**config.mk**
```make
export PLATFORM = sky130hd
export DESIGN_NAME = source_char_tokenizer_core
export DESIGN_NICKNAME = d
export VERILOG_FILES = /design/src/rtl/sct_pkg.sv /design/src/rtl/sct_front.sv /design/src/rtl/sct_queue.sv /design/src/rtl/sct_back.sv /design/src/rtl/source_char_tokenizer_core.sv
export VERILOG_INCLUDE_DIRS = /design/src /design/src/rtl
export SDC_FILE = /design/constraint.sdc
export NUM_CORES = 1
export LEC_CHECK = 0
export BUFFER_PORTS_ARGS = -buffer_cell sky130_fd_sc_hd__buf_2
export CORE_ASPECT_RATIO = 2
export CORE_UTILIZATION = 45
export CTS_CLUSTER_DIAMETER = 50
export DETAILED_ROUTE_END_ITERATION = 10
export PLACE_DENSITY_LB_ADDON = 0.3
export SYNTH_ARGS = -nofsm -noshare
export SYNTH_HDL_FRONTEND = slang
export SYNTH_SLANG_ARGS = --single-unit
```
**constraint.sdc**
```tcl
create_clock -name clk -period 5.45 [get_ports clk]
set_input_delay 1.3625 -clock clk [delete_from_list [all_inputs] [get_ports clk]]
set_output_delay 1.3625 -clock clk [all_outputs]
set_load 0.1 [all_outputs]
```
**src/rtl/source_char_tokenizer_core_defines.svh**
```systemverilog
// Assertion macros shared by the tokenizer RTL.
`ifndef SOURCE_CHAR_TOKENIZER_CORE_DEFINES_SVH
`define SOURCE_CHAR_TOKENIZER_CORE_DEFINES_SVH

// Same-cycle implication, disabled during reset.
`define SCT_ASSERT_NOW(label, clk, rst, ante, cons, msg) \
  label: assert property (@(posedge clk) disable iff (rst) (ante) |-> (cons)) \
    else $error(msg);

// Next-cycle implication, disabled during reset.
`define SCT_ASSERT_NEXT(label, clk, rst, ante, cons, msg) \
  label: assert property (@(posedge clk) disable iff (rst) (ante) |=> (cons)) \
    else $error(msg);

`endif

```
**src/rtl/sct_pkg.sv**
```systemverilog
// Types and constants shared by the tokenizer modules.
package sct_pkg;

  localparam int POSITION_BITS_DEF = 16;
  localparam int QUEUE_DEPTH = 2;
  localparam int QUEUE_PTR_BITS = $clog2(QUEUE_DEPTH);
  localparam int QUEUE_CNT_BITS = $clog2(QUEUE_DEPTH + 1);

  typedef enum logic [3:0] {
    ACT_NONE   = 4'd0,
    ACT_START  = 4'd1,
    ACT_APPEND = 4'd2,
    ACT_RETYPE = 4'd3,
    ACT_FLOAT0 = 4'd4,
    ACT_STRING = 4'd5,
    ACT_BAD    = 4'd6,
    ACT_POINT2 = 4'd7,
    ACT_END    = 4'd8
  } sct_act_t;

  localparam logic [4:0] KIND_IDENT   = 5'd0;
  localparam logic [4:0] KIND_INT     = 5'd1;
  localparam logic [4:0] KIND_FLOAT   = 5'd2;
  localparam logic [4:0] KIND_STRING  = 5'd3;
  localparam logic [4:0] KIND_END     = 5'd4;
  localparam logic [4:0] KIND_ADD     = 5'd5;
  localparam logic [4:0] KIND_SUB     = 5'd6;
  localparam logic [4:0] KIND_MUL     = 5'd7;
  localparam logic [4:0] KIND_DIV     = 5'd8;
  localparam logic [4:0] KIND_MOD     = 5'd9;
  localparam logic [4:0] KIND_ASSIGN  = 5'd10;
  localparam logic [4:0] KIND_ADD_EQ  = 5'd11;
  localparam logic [4:0] KIND_SUB_EQ  = 5'd12;
  localparam logic [4:0] KIND_MUL_EQ  = 5'd13;
  localparam logic [4:0] KIND_DIV_EQ  = 5'd14;
  localparam logic [4:0] KIND_INCDEC  = 5'd15;
  localparam logic [4:0] KIND_EQ      = 5'd16;
  localparam logic [4:0] KIND_NE      = 5'd17;
  localparam logic [4:0] KIND_NOT     = 5'd18;
  localparam logic [4:0] KIND_GT      = 5'd19;
  localparam logic [4:0] KIND_GE      = 5'd20;
  localparam logic [4:0] KIND_LT      = 5'd21;
  localparam logic [4:0] KIND_LE      = 5'd22;
  localparam logic [4:0] KIND_LTGT    = 5'd23;
  localparam logic [4:0] KIND_OR      = 5'd24;
  localparam logic [4:0] KIND_AND     = 5'd25;
  localparam logic [4:0] KIND_LPAREN  = 5'd26;
  localparam logic [4:0] KIND_RPAREN  = 5'd27;
  localparam logic [4:0] KIND_LBRACK  = 5'd28;
  localparam logic [4:0] KIND_RBRACK  = 5'd29;
  localparam logic [4:0] KIND_NONE    = 5'd31;

  typedef enum logic [3:0] {
    CLS_ZERO,
    CLS_NEWLINE,
    CLS_IGNORE,
    CLS_SEMI,
    CLS_QUOTE,
    CLS_SPACE,
    CLS_OPER,
    CLS_IDENT,
    CLS_DIGIT,
    CLS_POINT,
    CLS_BAD
  } sct_cls_t;

  typedef struct packed {
    logic       operation;
    logic [7:0] char_code;
    logic [7:0] lookahead;
    logic       has_next;
  } sct_req_t;

  typedef struct packed {
    sct_act_t    token_action;
    logic [4:0]  token_kind;
    logic [7:0]  char_out;
    logic [15:0] row;
    logic [15:0] column;
    logic        error_seen;
  } sct_rsp_t;

  typedef struct packed {
    logic       end_text;
    sct_cls_t   cls;
    logic [4:0] op_kind;
    logic       two_char;
    logic [7:0] char_code;
  } sct_item_t;

  typedef struct packed {
    logic full;
    logic empty;
  } sct_qstat_t;

endpackage

```
**src/rtl/sct_front.sv**
```systemverilog
// Front end: classifies each request byte and resolves operator lookahead.
module sct_front (
  input  sct_pkg::sct_req_t  req,
  output sct_pkg::sct_item_t item
);

  logic       eq_next;
  logic [4:0] op_kind;
  logic       two_char;

  always_comb begin
    eq_next  = req.has_next && (req.lookahead == 8'h3D);
    op_kind  = 5'd0;
    two_char = 1'b0;
    case (req.char_code)
      8'h28: op_kind = sct_pkg::KIND_LPAREN;
      8'h29: op_kind = sct_pkg::KIND_RPAREN;
      8'h25: op_kind = sct_pkg::KIND_MOD;
      8'h7C: op_kind = sct_pkg::KIND_OR;
      8'h26: op_kind = sct_pkg::KIND_AND;
      8'h5B: op_kind = sct_pkg::KIND_LBRACK;
      8'h5D: op_kind = sct_pkg::KIND_RBRACK;
      8'h2B: begin
        if (eq_next) begin
          op_kind = sct_pkg::KIND_ADD_EQ;
          two_char = 1'b1;
        end else if (req.has_next && req.lookahead == 8'h2B) begin
          op_kind = sct_pkg::KIND_INCDEC;
          two_char = 1'b1;
        end else begin
          op_kind = sct_pkg::KIND_ADD;
        end
      end
      8'h2D: begin
        if (eq_next) begin
          op_kind = sct_pkg::KIND_SUB_EQ;
          two_char = 1'b1;
        end else if (req.has_next && req.lookahead == 8'h2D) begin
          op_kind = sct_pkg::KIND_INCDEC;
          two_char = 1'b1;
        end else begin
          op_kind = sct_pkg::KIND_SUB;
        end
      end
      8'h3E: begin
        op_kind = eq_next ? sct_pkg::KIND_GE : sct_pkg::KIND_GT;
        two_char = eq_next;
      end
      8'h3C: begin
        if (eq_next) begin
          op_kind = sct_pkg::KIND_LE;
          two_char = 1'b1;
        end else if (req.has_next && req.lookahead == 8'h3E) begin
          op_kind = sct_pkg::KIND_LTGT;
          two_char = 1'b1;
        end else begin
          op_kind = sct_pkg::KIND_LT;
        end
      end
      8'h2A: begin
        op_kind = eq_next ? sct_pkg::KIND_MUL_EQ : sct_pkg::KIND_MUL;
        two_char = eq_next;
      end
      8'h2F: begin
        op_kind = eq_next ? sct_pkg::KIND_DIV_EQ : sct_pkg::KIND_DIV;
        two_char = eq_next;
      end
      8'h3D: begin
        op_kind = eq_next ? sct_pkg::KIND_EQ : sct_pkg::KIND_ASSIGN;
        two_char = eq_next;
      end
      8'h21: begin
        op_kind = eq_next ? sct_pkg::KIND_NE : sct_pkg::KIND_NOT;
        two_char = eq_next;
      end
      default: op_kind = 5'd0;
    endcase
  end

  always_comb begin
    item.end_text  = req.operation;
    item.op_kind   = op_kind;
    item.two_char  = two_char;
    item.char_code = req.char_code;
    if (req.char_code == 8'h00) begin
      item.cls = sct_pkg::CLS_ZERO;
    end else if (req.char_code == 8'h0A) begin
      item.cls = sct_pkg::CLS_NEWLINE;
    end else if (req.char_code == 8'h0D || req.char_code == 8'hFF) begin
      item.cls = sct_pkg::CLS_IGNORE;
    end else if (req.char_code == 8'h3B) begin
      item.cls = sct_pkg::CLS_SEMI;
    end else if (req.char_code == 8'h22) begin
      item.cls = sct_pkg::CLS_QUOTE;
    end else if (req.char_code == 8'h20) begin
      item.cls = sct_pkg::CLS_SPACE;
    end else if (op_kind != 5'd0) begin
      item.cls = sct_pkg::CLS_OPER;
    end else if (req.char_code inside {[8'h61:8'h7A], [8'h41:8'h5A], 8'h5F, 8'h3F, 8'h40}) begin
      item.cls = sct_pkg::CLS_IDENT;
    end else if (req.char_code inside {[8'h30:8'h39]}) begin
      item.cls = sct_pkg::CLS_DIGIT;
    end else if (req.char_code == 8'h2E) begin
      item.cls = sct_pkg::CLS_POINT;
    end else begin
      item.cls = sct_pkg::CLS_BAD;
    end
  end

endmodule

```
**src/rtl/sct_queue.sv**
```systemverilog
// Short queue of classified items between the front and back ends.
`include "source_char_tokenizer_core_defines.svh"

module sct_queue (
  input  logic                clk,
  input  logic                rst,
  input  logic                push,
  input  sct_pkg::sct_item_t  push_item,
  input  logic                pop,
  output sct_pkg::sct_item_t  pop_item,
  output sct_pkg::sct_qstat_t stat
);

  sct_pkg::sct_item_t                   mem [sct_pkg::QUEUE_DEPTH];
  logic [sct_pkg::QUEUE_PTR_BITS-1:0]   wr_ptr;
  logic [sct_pkg::QUEUE_PTR_BITS-1:0]   rd_ptr;
  logic [sct_pkg::QUEUE_CNT_BITS-1:0]   count;

  always_ff @(posedge clk) begin
    if (push) begin
      mem[wr_ptr] <= push_item;
    end
  end

  always_ff @(posedge clk) begin
    if (rst) begin
      wr_ptr <= '0;
      rd_ptr <= '0;
      count  <= '0;
    end else begin
      if (push) begin
        wr_ptr <= wr_ptr + 1'b1;
      end
      if (pop) begin
        rd_ptr <= rd_ptr + 1'b1;
      end
      if (push && !pop) begin
        count <= count + 1'b1;
      end else if (pop && !push) begin
        count <= count - 1'b1;
      end
    end
  end

  assign pop_item   = mem[rd_ptr];
  assign stat.full  = (count == sct_pkg::QUEUE_CNT_BITS'(sct_pkg::QUEUE_DEPTH));
  assign stat.empty = (count == '0);

  `SCT_ASSERT_NOW(a_no_overflow, clk, rst, push, !stat.full, "Push into a full queue.")
  `SCT_ASSERT_NOW(a_no_underflow, clk, rst, pop, !stat.empty, "Pop from an empty queue.")

endmodule

```
**src/rtl/sct_back.sv**
```systemverilog
// Back end: token state, position counters and the registered response.
`include "source_char_tokenizer_core_defines.svh"

module sct_back #(
  parameter int POSITION_BITS = sct_pkg::POSITION_BITS_DEF
) (
  input  logic                clk,
  input  logic                rst,
  input  sct_pkg::sct_item_t  item,
  input  sct_pkg::sct_qstat_t stat,
  output logic                pop,
  output logic                rsp_valid,
  input  logic                rsp_stall,
  output sct_pkg::sct_rsp_t   rsp_data
);

  logic                     after_space, after_space_next;
  logic                     in_comment, in_comment_next;
  logic                     in_string, in_string_next;
  logic [4:0]               last_kind, last_kind_next;
  logic                     skip_second, skip_second_next;
  logic [POSITION_BITS-1:0] row_count, row_count_next;
  logic [POSITION_BITS-1:0] column_count, column_count_next;
  logic                     error_flag, error_flag_next;
  sct_pkg::sct_rsp_t        rsp_next;
  logic                     count_col;
  logic [POSITION_BITS-1:0] row_inc;
  logic [POSITION_BITS-1:0] col_inc;

  assign pop     = !stat.empty && (!rsp_valid || !rsp_stall);
  assign row_inc = (row_count == '1) ? row_count : row_count + 1'b1;
  assign col_inc = (column_count == '1) ? column_count : column_count + 1'b1;

  always_comb begin
    after_space_next  = after_space;
    in_comment_next   = in_comment;
    in_string_next    = in_string;
    last_kind_next    = last_kind;
    skip_second_next  = skip_second;
    row_count_next    = row_count;
    column_count_next = column_count;
    error_flag_next   = error_flag;
    count_col         = 1'b1;
    rsp_next.token_action = sct_pkg::ACT_NONE;
    rsp_next.token_kind   = sct_pkg::KIND_IDENT;
    rsp_next.char_out     = 8'h00;
    rsp_next.row          = 16'(row_count);
    rsp_next.column       = 16'(column_count);

    if (item.end_text) begin
      rsp_next.token_action = sct_pkg::ACT_END;
      rsp_next.token_kind   = sct_pkg::KIND_END;
      count_col         = 1'b0;
      after_space_next  = 1'b0;
      in_comment_next   = 1'b0;
      in_string_next    = 1'b0;
      last_kind_next    = sct_pkg::KIND_NONE;
      skip_second_next  = 1'b0;
      row_count_next    = '0;
      column_count_next = '0;
      error_flag_next   = 1'b0;
    end else if (skip_second) begin
      skip_second_next = 1'b0;
    end else begin
      case (item.cls)
        sct_pkg::CLS_ZERO: begin
          rsp_next.token_action = sct_pkg::ACT_END;
          rsp_next.token_kind   = sct_pkg::KIND_END;
          last_kind_next = sct_pkg::KIND_END;
        end
        sct_pkg::CLS_NEWLINE: begin
          after_space_next  = 1'b1;
          in_comment_next   = 1'b0;
          row_count_next    = row_inc;
          column_count_next = '0;
          count_col         = 1'b0;
        end
        sct_pkg::CLS_IGNORE: count_col = 1'b0;
        default: begin
          if (item.cls == sct_pkg::CLS_SEMI && in_string) begin
            rsp_next.token_action = sct_pkg::ACT_APPEND;
            rsp_next.token_kind   = last_kind;
            rsp_next.char_out     = item.char_code;
          end else if (item.cls == sct_pkg::CLS_SEMI) begin
            in_comment_next = 1'b1;
          end else if (in_comment) begin
            count_col = 1'b0;
          end else if (item.cls == sct_pkg::CLS_QUOTE) begin
            in_string_next = !in_string;
            if (!in_string) begin
              rsp_next.token_action = sct_pkg::ACT_STRING;
              rsp_next.token_kind   = sct_pkg::KIND_STRING;
              last_kind_next = sct_pkg::KIND_STRING;
            end
          end else if (in_string) begin
            rsp_next.token_action = sct_pkg::ACT_APPEND;
            rsp_next.token_kind   = last_kind;
            rsp_next.char_out     = item.char_code;
          end else begin
            case (item.cls)
              sct_pkg::CLS_SPACE: after_space_next = 1'b1;
              sct_pkg::CLS_OPER: begin
                rsp_next.token_action = sct_pkg::ACT_START;
                rsp_next.token_kind   = item.op_kind;
                rsp_next.char_out     = item.char_code;
                last_kind_next   = item.op_kind;
                skip_second_next = item.two_char;
              end
              sct_pkg::CLS_IDENT: begin
                rsp_next.char_out   = item.char_code;
                rsp_next.token_kind = sct_pkg::KIND_IDENT;
                if (!after_space && last_kind == sct_pkg::KIND_IDENT) begin
                  rsp_next.token_action = sct_pkg::ACT_APPEND;
                end else begin
                  rsp_next.token_action = sct_pkg::ACT_START;
                  last_kind_next = sct_pkg::KIND_IDENT;
                end
                after_space_next = 1'b0;
              end
              sct_pkg::CLS_DIGIT: begin
                rsp_next.char_out = item.char_code;
                if (!after_space && (last_kind == sct_pkg::KIND_INT ||
                    last_kind == sct_pkg::KIND_FLOAT || last_kind == sct_pkg::KIND_IDENT)) begin
                  rsp_next.token_action = sct_pkg::ACT_APPEND;
                  rsp_next.token_kind   = last_kind;
                end else begin
                  rsp_next.token_action = sct_pkg::ACT_START;
                  rsp_next.token_kind   = sct_pkg::KIND_INT;
                  last_kind_next = sct_pkg::KIND_INT;
                end
                after_space_next = 1'b0;
              end
              sct_pkg::CLS_POINT: begin
                rsp_next.char_out   = item.char_code;
                rsp_next.token_kind = sct_pkg::KIND_FLOAT;
                if (last_kind == sct_pkg::KIND_INT) begin
                  rsp_next.token_action = sct_pkg::ACT_RETYPE;
                  last_kind_next   = sct_pkg::KIND_FLOAT;
                  after_space_next = 1'b0;
                end else if (last_kind == sct_pkg::KIND_FLOAT) begin
                  rsp_next.token_action = sct_pkg::ACT_POINT2;
                  error_flag_next = 1'b1;
                end else begin
                  rsp_next.token_action = sct_pkg::ACT_FLOAT0;
                  last_kind_next   = sct_pkg::KIND_FLOAT;
                  after_space_next = 1'b0;
                end
              end
              default: begin
                rsp_next.token_action = sct_pkg::ACT_BAD;
                rsp_next.char_out     = item.char_code;
                error_flag_next = 1'b1;
              end
            endcase
          end
        end
      endcase
    end

    if (count_col) begin
      column_count_next = col_inc;
    end
    rsp_next.error_seen = item.end_text ? error_flag : error_flag_next;
  end

  always_ff @(posedge clk) begin
    if (rst) begin
      after_space  <= 1'b0;
      in_comment   <= 1'b0;
      in_string    <= 1'b0;
      last_kind    <= sct_pkg::KIND_NONE;
      skip_second  <= 1'b0;
      row_count    <= '0;
      column_count <= '0;
      error_flag   <= 1'b0;
      rsp_valid    <= 1'b0;
    end else begin
      if (pop) begin
        after_space  <= after_space_next;
        in_comment   <= in_comment_next;
        in_string    <= in_string_next;
        last_kind    <= last_kind_next;
        skip_second  <= skip_second_next;
        row_count    <= row_count_next;
        column_count <= column_count_next;
        error_flag   <= error_flag_next;
        rsp_valid    <= 1'b1;
      end else if (!rsp_stall) begin
        rsp_valid <= 1'b0;
      end
    end
  end

  always_ff @(posedge clk) begin
    if (pop) begin
      rsp_data <= rsp_next;
    end
  end

  `SCT_ASSERT_NEXT(a_end_clears, clk, rst, pop && item.end_text,
    row_count == '0 && column_count == '0 && !error_flag && last_kind == sct_pkg::KIND_NONE,
    "End of text did not clear the tokenizer state.")
  `SCT_ASSERT_NEXT(a_error_sticky, clk, rst, error_flag && !(pop && item.end_text),
    error_flag, "Error flag dropped without end of text.")
  `SCT_ASSERT_NEXT(a_rsp_drains, clk, rst, rsp_valid && !rsp_stall && !pop, !rsp_valid,
    "Response stayed valid after it was taken.")

endmodule

```
**src/rtl/source_char_tokenizer_core.sv**
```systemverilog
// Top level of the source byte tokenizer.
//
//   Channel  Handshake             Payload               Direction
//   req      req_valid/req_stall   sct_req_t req_data    into the block
//   rsp      rsp_valid/rsp_stall   sct_rsp_t rsp_data    out of the block
//
// One request per cycle is sustained while rsp_stall is low; each accepted
// request gives one response, via the queue write and the response register.
// The back end's state update acts on one queued item each time it pops.
// Synchronous reset clears the queue, the token state and the response valid.
// A response stall fills the two-entry queue; req_stall rises when it is full.
module source_char_tokenizer_core #(
  parameter int POSITION_BITS = sct_pkg::POSITION_BITS_DEF
) (
  input  logic              clk,
  input  logic              rst,
  input  logic              req_valid,
  output logic              req_stall,
  input  sct_pkg::sct_req_t req_data,
  output logic              rsp_valid,
  input  logic              rsp_stall,
  output sct_pkg::sct_rsp_t rsp_data
);

  sct_pkg::sct_item_t  front_item;
  sct_pkg::sct_item_t  back_item;
  sct_pkg::sct_qstat_t qstat;
  logic                push;
  logic                pop;

  assign req_stall = qstat.full;
  assign push      = req_valid && !qstat.full;

  sct_front u_front (
    .req  (req_data),
    .item (front_item)
  );

  sct_queue u_queue (
    .clk       (clk),
    .rst       (rst),
    .push      (push),
    .push_item (front_item),
    .pop       (pop),
    .pop_item  (back_item),
    .stat      (qstat)
  );

  sct_back #(
    .POSITION_BITS (POSITION_BITS)
  ) u_back (
    .clk       (clk),
    .rst       (rst),
    .item      (back_item),
    .stat      (qstat),
    .pop       (pop),
    .rsp_valid (rsp_valid),
    .rsp_stall (rsp_stall),
    .rsp_data  (rsp_data)
  );

endmodule
```
==> results of run 1 <==
-- power by group through the flow --
stage	combinational (uW)	clock [uW]	sequential (uW)
after floorplan	733	0	2570
after global placement	2090	0	1540
after detailed placement	2110	0	1550
after CTS	2110	1190	1520
after global routing	2240	1240	1560
final	2110	1180	1520
-- stage by stage --
stage / power (uW) / setup slack [ns] / instance area, sq um / util [%] / hold slack (ns)
CTS: 4830 / 2.06 / 7930 / 53.5 / 0.479
detailed placement: 3650 / 1.98 / 7320 / 49.4 / 0.468
finish: 4800 / 2.02 / 7930 / 53.5 / 0.471
global placement: 3620 / 2.06 / 7320 / 49.4 / 0.457
floorplan: 3300 / 1.07 / 6820 / - / 0.437
global route: 5030 / 1.68 / 7930 / 53.5 / 0.497
-- worst max-delay path, cell delays in order (launching register included) --
cell and delay (ns):
dfxtp_1 0.71, buf_4 0.41, and3b_1 0.24, a2bb2oi_1 0.59
or3_1 0.35, a21boi_0 0.20, o21bai_1 0.52, nor2_1 0.14
-- how the worst max path moves through the flow --
stage,end,slack (ns),from,depth (start not counted)
4_1_cts,u_back.rsp_data[38]$_SDFFCE_PP0P_,2.06,register,7
3_5_place_dp,u_back.row_count[9]$_SDFFE_PP0P_,1.98,rsp_stall,9
6_report,u_back.rsp_data[38]$_SDFFCE_PP0P_,2.02,register,7
2_1_floorplan,u_back.after_space$_SDFFE_PP0P_,1.07,rsp_stall,7
3_3_place_gp,u_back.after_space$_SDFFE_PP0P_,2.06,rsp_stall,8
5_1_grt,u_back.rsp_data[35]$_SDFFCE_PP0P_,1.68,register,7
-- cells in the mapped netlist (all sizes together) (10+ instances only) --
library cell | count | area [sq um]
a21oi | 31 | 155
edfxtp | 88 | 2640
o21ai | 21 | 105
nor3 | 18 | 90.1
xnor2 | 22 | 193
nor2 | 78 | 293
a211oi | 18 | 135
nor4 | 10 | 83.8
nand3 | 24 | 120
nand2b | 15 | 93.8
nand2 | 54 | 203
and3 | 12 | 75.1
inv | 13 | 48.8
mux2i | 21 | 210
dfxtp | 48 | 961
buf | 12 | 60.1
or3 | 10 | 62.6
clkbuf | 26 | 97.6
-- registers in the layout (all words and copies together) (netlist names), 2 cells and up, named ones only --
register and flops:
u_back.rsp_data 50, u_queue.count 2, u_back.last_kind 5, u_queue.mem 38, u_back.column_count 16, u_back.row_count 16
-- layout make-up --
cell class	instances	area (sq um)	share of cell area [%]
Tap cell	195	244	3.08
Multi-Input combinational cell	476	3010	38.0
Timing Repair Buffer	79	410	5.17
Clock buffer	18	439	5.54
Clock inverter	14	174	2.19
Sequential cell	136	3600	45.4
Inverter	13	48.8	0.615
-- layer usage --
layer / vias to the layer above / part of all wire, % / GRT usage (%)
li1: 2603 / - / -
met4: 0 / 6.1 / 15.4
met3: 62 / 3.6 / 4.07
met1: 2682 / 35 / 20.5
met5: - / 0 / 0
met2: 199 / 56 / 41.5
-- logic make-up after synthesis --
family,share of synthesized area (%)
AOI/OAI and AO/OA,14.1
and+or+nand+nor,22.1
DFF,52.8
buffers and inverters,3.03
adders and majority gates,0.550
muxes,4.07
xor gates and xnor gates,3.34
==> metrics.yaml, run 1 <==
outcome: "finished, final reports clean"
synth_cell_types: 73
drv_cap: 0
final_cell_count_no_fill: 931
ys_seq_area_share_pct: 52.8
hp-class: "register to register"
globalplace.congestion: 1.00
core_area_sq_um: 14800
htree_levels: 4
rows: 63
cp-end-kind: "register"
ios: 74
numCtsBuffers: 17
avgSynthCellArea_sq_um: 10.3
via_per_inst: 5.96
clkTransAtPathRegs_ns: 0.06
clockBufferDepth: 2
cts_hold_buf: 0
antenna_found_initial: 0
vias: 5546
r2r_end: "u_back.rsp_data[38]$_SDFFCE_PP0P_"
hold_violations: 0
dp_cells: 899
power_frac_comb_pct: 43.8
dp_hpwl_um: 11800
peakVddDrop_mv: 0.257
grt-ovfl-total: 0
drtAntennaViolNets: 0
worst_slew_pin_slew_ns: 1.12
fp.dieW_um: 89.1
min_path_cells: 2
critPathKind: "register to register"
ys_warn_count: 0
die_y_um: 176
drc: 0
synth_edf_count: 88
cts_tree: "yes"
grt_max_degree: 61
slew_headroom_pct: 25.4
setup_viol: 0
intPower_uw: 2530
reg2reg_depth: 7
drt_iter0_drc: 379
ys_seq_elements: 136
clock_latency_ns: 0.42
clock-root-buffer: "clkbuf_16"
fmax_ghz: 0.291
hp-start: "u_back.rsp_valid$_SDFFE_PP0P_"
p_leak_uw: 0.00287
ys.flop_type: "edfxtp_1"
power.share.clock_pct: 24.5
initial_utilization_pct: 46.0
grt_pass1_vias: 5361
swShare_pct: 47.4
p_sw_uw: 2280
finalCriticalPeriod_ns: 3.43
power_density_nw_per_um2: 605
r2r_slack_ns: 2.02
die_area_sq_um: 15700
fin_skew_ns: 0.00758
syn_inst: 663
finalCritPeriodShare_pct: 62.9
syn_nets: 688
layout.nets: 748
layout-drive-gt1-share_pct: 18.3
cp-start-kind: "register"
synthArstFlopShare_pct: 0
min_to: "u_back.rsp_valid$_SDFFE_PP0P_"
final_common_cell: "edfxtp_1"
critical_path_arrival_ns: 3.57
cts_sinks: 136
nFillCells: 1330
grt_usage_pct: 22.1
rsz0062_at_grt: "no"
path_max_fanout: 24
layout_common_cells: "edfxtp_1, nor2_1, buf_2, nand2_1, dfxtp_1"
crit_required_ns: 5.59
wl_per_cell_um: 17.4
slew_viol_final: 0
areaGrowthSynthToFinish_pct: 16.3
synth_area_sq_um: 6820
post_cts_buffers: 0
drt-pass1-iter-count: 6
port_buffers: 73
grt_pass1_wl_um: 26200
routed_wl_um: 16200
fin_tns_setup_ns: 0
p_seq_share_pct: 31.7
diodes: 0
cts-resized-gates: 0
Note: power is estimated with default switching activity, not from simulation.
==> run 2: changes to the inputs <==
- clock period: 5.45 -> 2.95 ns (I/O delays scaled with it)
==> run 2 against run 1 <==
  * Sequential power is 84% higher
  * Critical endpoint is now u_back.column_count[12]$_SDFFE_PP0P_
  * Largest power group unchanged
  * Total power is 86% higher
  * Setup slack worse by 1.7 ns
  * First-iteration DRC count is 2.1% lower
  * Largest cell class unchanged
  * Register-to-register slack worse by 1.7 ns
  * Highest routed layer unchanged
  * Combinational power is 91% higher
  * Critical path depth stayed put
  * Via count is 1.0% higher
  * Clock skew is 0.00053 ns higher
  * Sequential cell count stayed put
==> metrics.yaml, run 2 (synthesized netlist as in run 1, its figures left out) <==
numCtsBuffers: 17  # unchanged
port_buffers: 73  # unchanged
setup_viol: 0  # unchanged
outcome: "finished, final reports clean"  # unchanged
layout-drive-gt1-share_pct: 20.2  # was 18.3%
dpl_cell_area_sq_um: 7450  # was 7320 sq um
die_y_um: 176  # unchanged
grt-ovfl-total: 0  # unchanged
wl_per_cell_um: 18.5  # was 17.4 um
hp-start: "u_back.error_flag$_SDFFE_PP0P_"  # was u_back.rsp_valid$_SDFFE_PP0P_
dp_cells: 916  # was 899
slew_headroom_pct: 54.7  # was 25.4%
layout.nets: 765  # was 748
htree_levels: 4  # unchanged
cts_tree: "yes"  # unchanged
wl_met1_um: 5790  # was 5600 um
die_area_sq_um: 15700  # unchanged
fin_hold_ws_ns: 0.474  # was 0.471 ns
areaGrowthSynthToFinish_pct: 17.8  # was 16.3%
fmax_ghz: 0.385  # was 0.291 GHz
core_area_sq_um: 14800  # unchanged
rows: 63  # unchanged
p_leak_uw: 0.00294  # was 0.00287 uW
final_common_cell: "edfxtp_1"  # unchanged
hold_violations: 0  # unchanged
drc: 0  # unchanged
reg2reg_from: "u_queue.mem[1][17]$_DFFE_PP_"
layout_common_cells: "edfxtp_1, nor2_1, buf_2, nand2_1, dfxtp_1"  # unchanged
drt-pass1-iter-count: 5  # was 6
cp_cell_sequence: "or3b_1 -> a221oi_2 -> o41ai_4 -> buf_4 -> a2111oi_0 -> xnor2_1 -> nor2_1"  # was buf_4 -> and3b_1 -> a2bb2oi_1 -> or3_1 -> a21boi_0 -> o21bai_1 -> nor2_1
clkTransAtPathRegs_ns: 0.06  # about the same
critPathLaunch: "u_queue.mem[1][17]$_DFFE_PP_"
met3_wirelength_um: 618  # was 586 um
worst_slew_pin_slew_ns: 0.671  # was 1.12 ns
nFillCells: 1338  # was 1,330
routed_wl_um: 17600  # was 16,200 um
wl_met2_um: 10200  # was 9040 um
finalCritPeriodShare_pct: 88.1  # was 62.9%
critical_path_arrival_ns: 2.90  # was 3.57 ns
diodes: 0  # unchanged
ios: 74  # unchanged
cts_sinks: 136  # unchanged
fin_tns_setup_ns: 0  # unchanged
drv_cap: 0  # unchanged
grt_pass1_wl_um: 28100  # was 26,200 um
initial_utilization_pct: 46.0  # unchanged
finalCriticalPeriod_ns: 2.60  # was 3.43 ns
fp.dieW_um: 89.1  # unchanged
grt_usage_pct: 24.2  # was 22.1%
grt_max_degree: 29  # was 61
slew_viol_final: 0  # unchanged
crit_required_ns: 3.26  # was 5.59 ns
critPathTopFamily: "compound AO/OA/AOI/OAI gates"  # unchanged
multi_input_area_sq_um: 3010  # unchanged
peakVddDrop_mv: 0.417  # was 0.257 mV
antenna_found_initial: 0  # unchanged
rsz0062_at_grt: "no"  # unchanged
power_density_nw_per_um2: 1110  # was 605 nW/um^2
cp-start-kind: "register"  # unchanged
hp-class: "register to register"  # unchanged
cp-end-kind: "register"  # unchanged
vias: 5602  # was 5,546
path_max_fanout: 24  # unchanged
crit_buf_inv: 1  # unchanged
dr.max_layer_used: "met4"  # unchanged
dp_hpwl_um: 13000  # was 11,800 um
drt_iter0_drc: 371  # was 379
fin_skew_ns: 0.00811  # was 0.00758 ns
grt_pass1_vias: 5519  # was 5,361
clock_latency_ns: 0.42  # about the same
largest_reg_flops: 50  # unchanged
drtAntennaViolNets: 0  # unchanged
final_cell_count_no_fill: 948  # was 931
via_per_inst: 5.91  # was 5.96
post_cts_buffers: 0  # unchanged
seq_area_sq_um: 3600  # about the same
slowest_stage: "edfxtp_1"  # was dfxtp_1
largestRegisters: "u_back.rsp_data: 50 flops, u_queue.mem: 38 flops"  # unchanged
regMostFlops: "u_back.rsp_data"  # unchanged
critPathKind: "register to register"  # unchanged
fin_area_sq_um: 8040  # was 7930 sq um
clock-root-buffer: "clkbuf_16"  # unchanged
cpPeakStageDelay_ns: 0.52  # was 0.71 ns
clockBufferDepth: 2  # unchanged
globalplace.congestion: 1.02  # was 1.00
## run 2: worst reg2reg max path: stages, from the launching register on
cell and delay, ns:
edfxtp_1 0.52, or3b_1 0.49, a221oi_2 0.35, o41ai_4 0.14
buf_4 0.25, a2111oi_0 0.48, xnor2_1 0.19, nor2_1 0.07
## run 2: timing repair
action	4_1_cts	5_1_grt
setup endpoints to repair	0	1
resized for setup	0	1
hold buffers	0	0
## run 2: cell type report
| type | instances | area share (%) |
|---|---|---|
| repair buffers | 96 | 6.69 |
| flip-flops and latches | 136 | 44.9 |
| clock buffers | 19 | 5.51 |
| well taps | 195 | 3.04 |
| multi-input cells | 476 | 37.5 |
| inverters | 13 | 0.607 |
| clock inverters | 13 | 1.79 |
## run 2: per-layer routing
layer	GRT usage, %	vias to the layer above
met1	22.2	2670
li1	-	2646
met2	46.6	211
met5	0	-
met4	15.1	0
met3	4.30	75
## run 2: final timing paths
check,end,slack [ns],cells past startpoint
worst max-delay path,u_back.column_count[12]$_SDFFE_PP0P_,0.35,7
worst max register to register,u_back.column_count[12]$_SDFFE_PP0P_,0.35,7
worst min register to register,u_back.error_flag$_SDFFE_PP0P_,0.47,2
worst min-delay path,u_back.error_flag$_SDFFE_PP0P_,0.47,2
## run 2: stage by stage
stage                     util, %  power [uW]  worst slack [ns]
final                        54.2        8910             0.352
after global routing         54.2        9320             0.158
after CTS                    54.2        8930             0.249
after detailed placement     50.3        6840             0.155
after global placement       50.3        6800             0.316
after floorplan                 -        6080            0.0639
## run 2: power by group
part / leakage (uW) / internal (uW) / switching, uW
registers: 0.00124 / 2590 / 209
clock network: 0.000277 / 1270 / 812
logic: 0.00142 / 779 / 3250
total: 0.00294 / 4650 / 4270
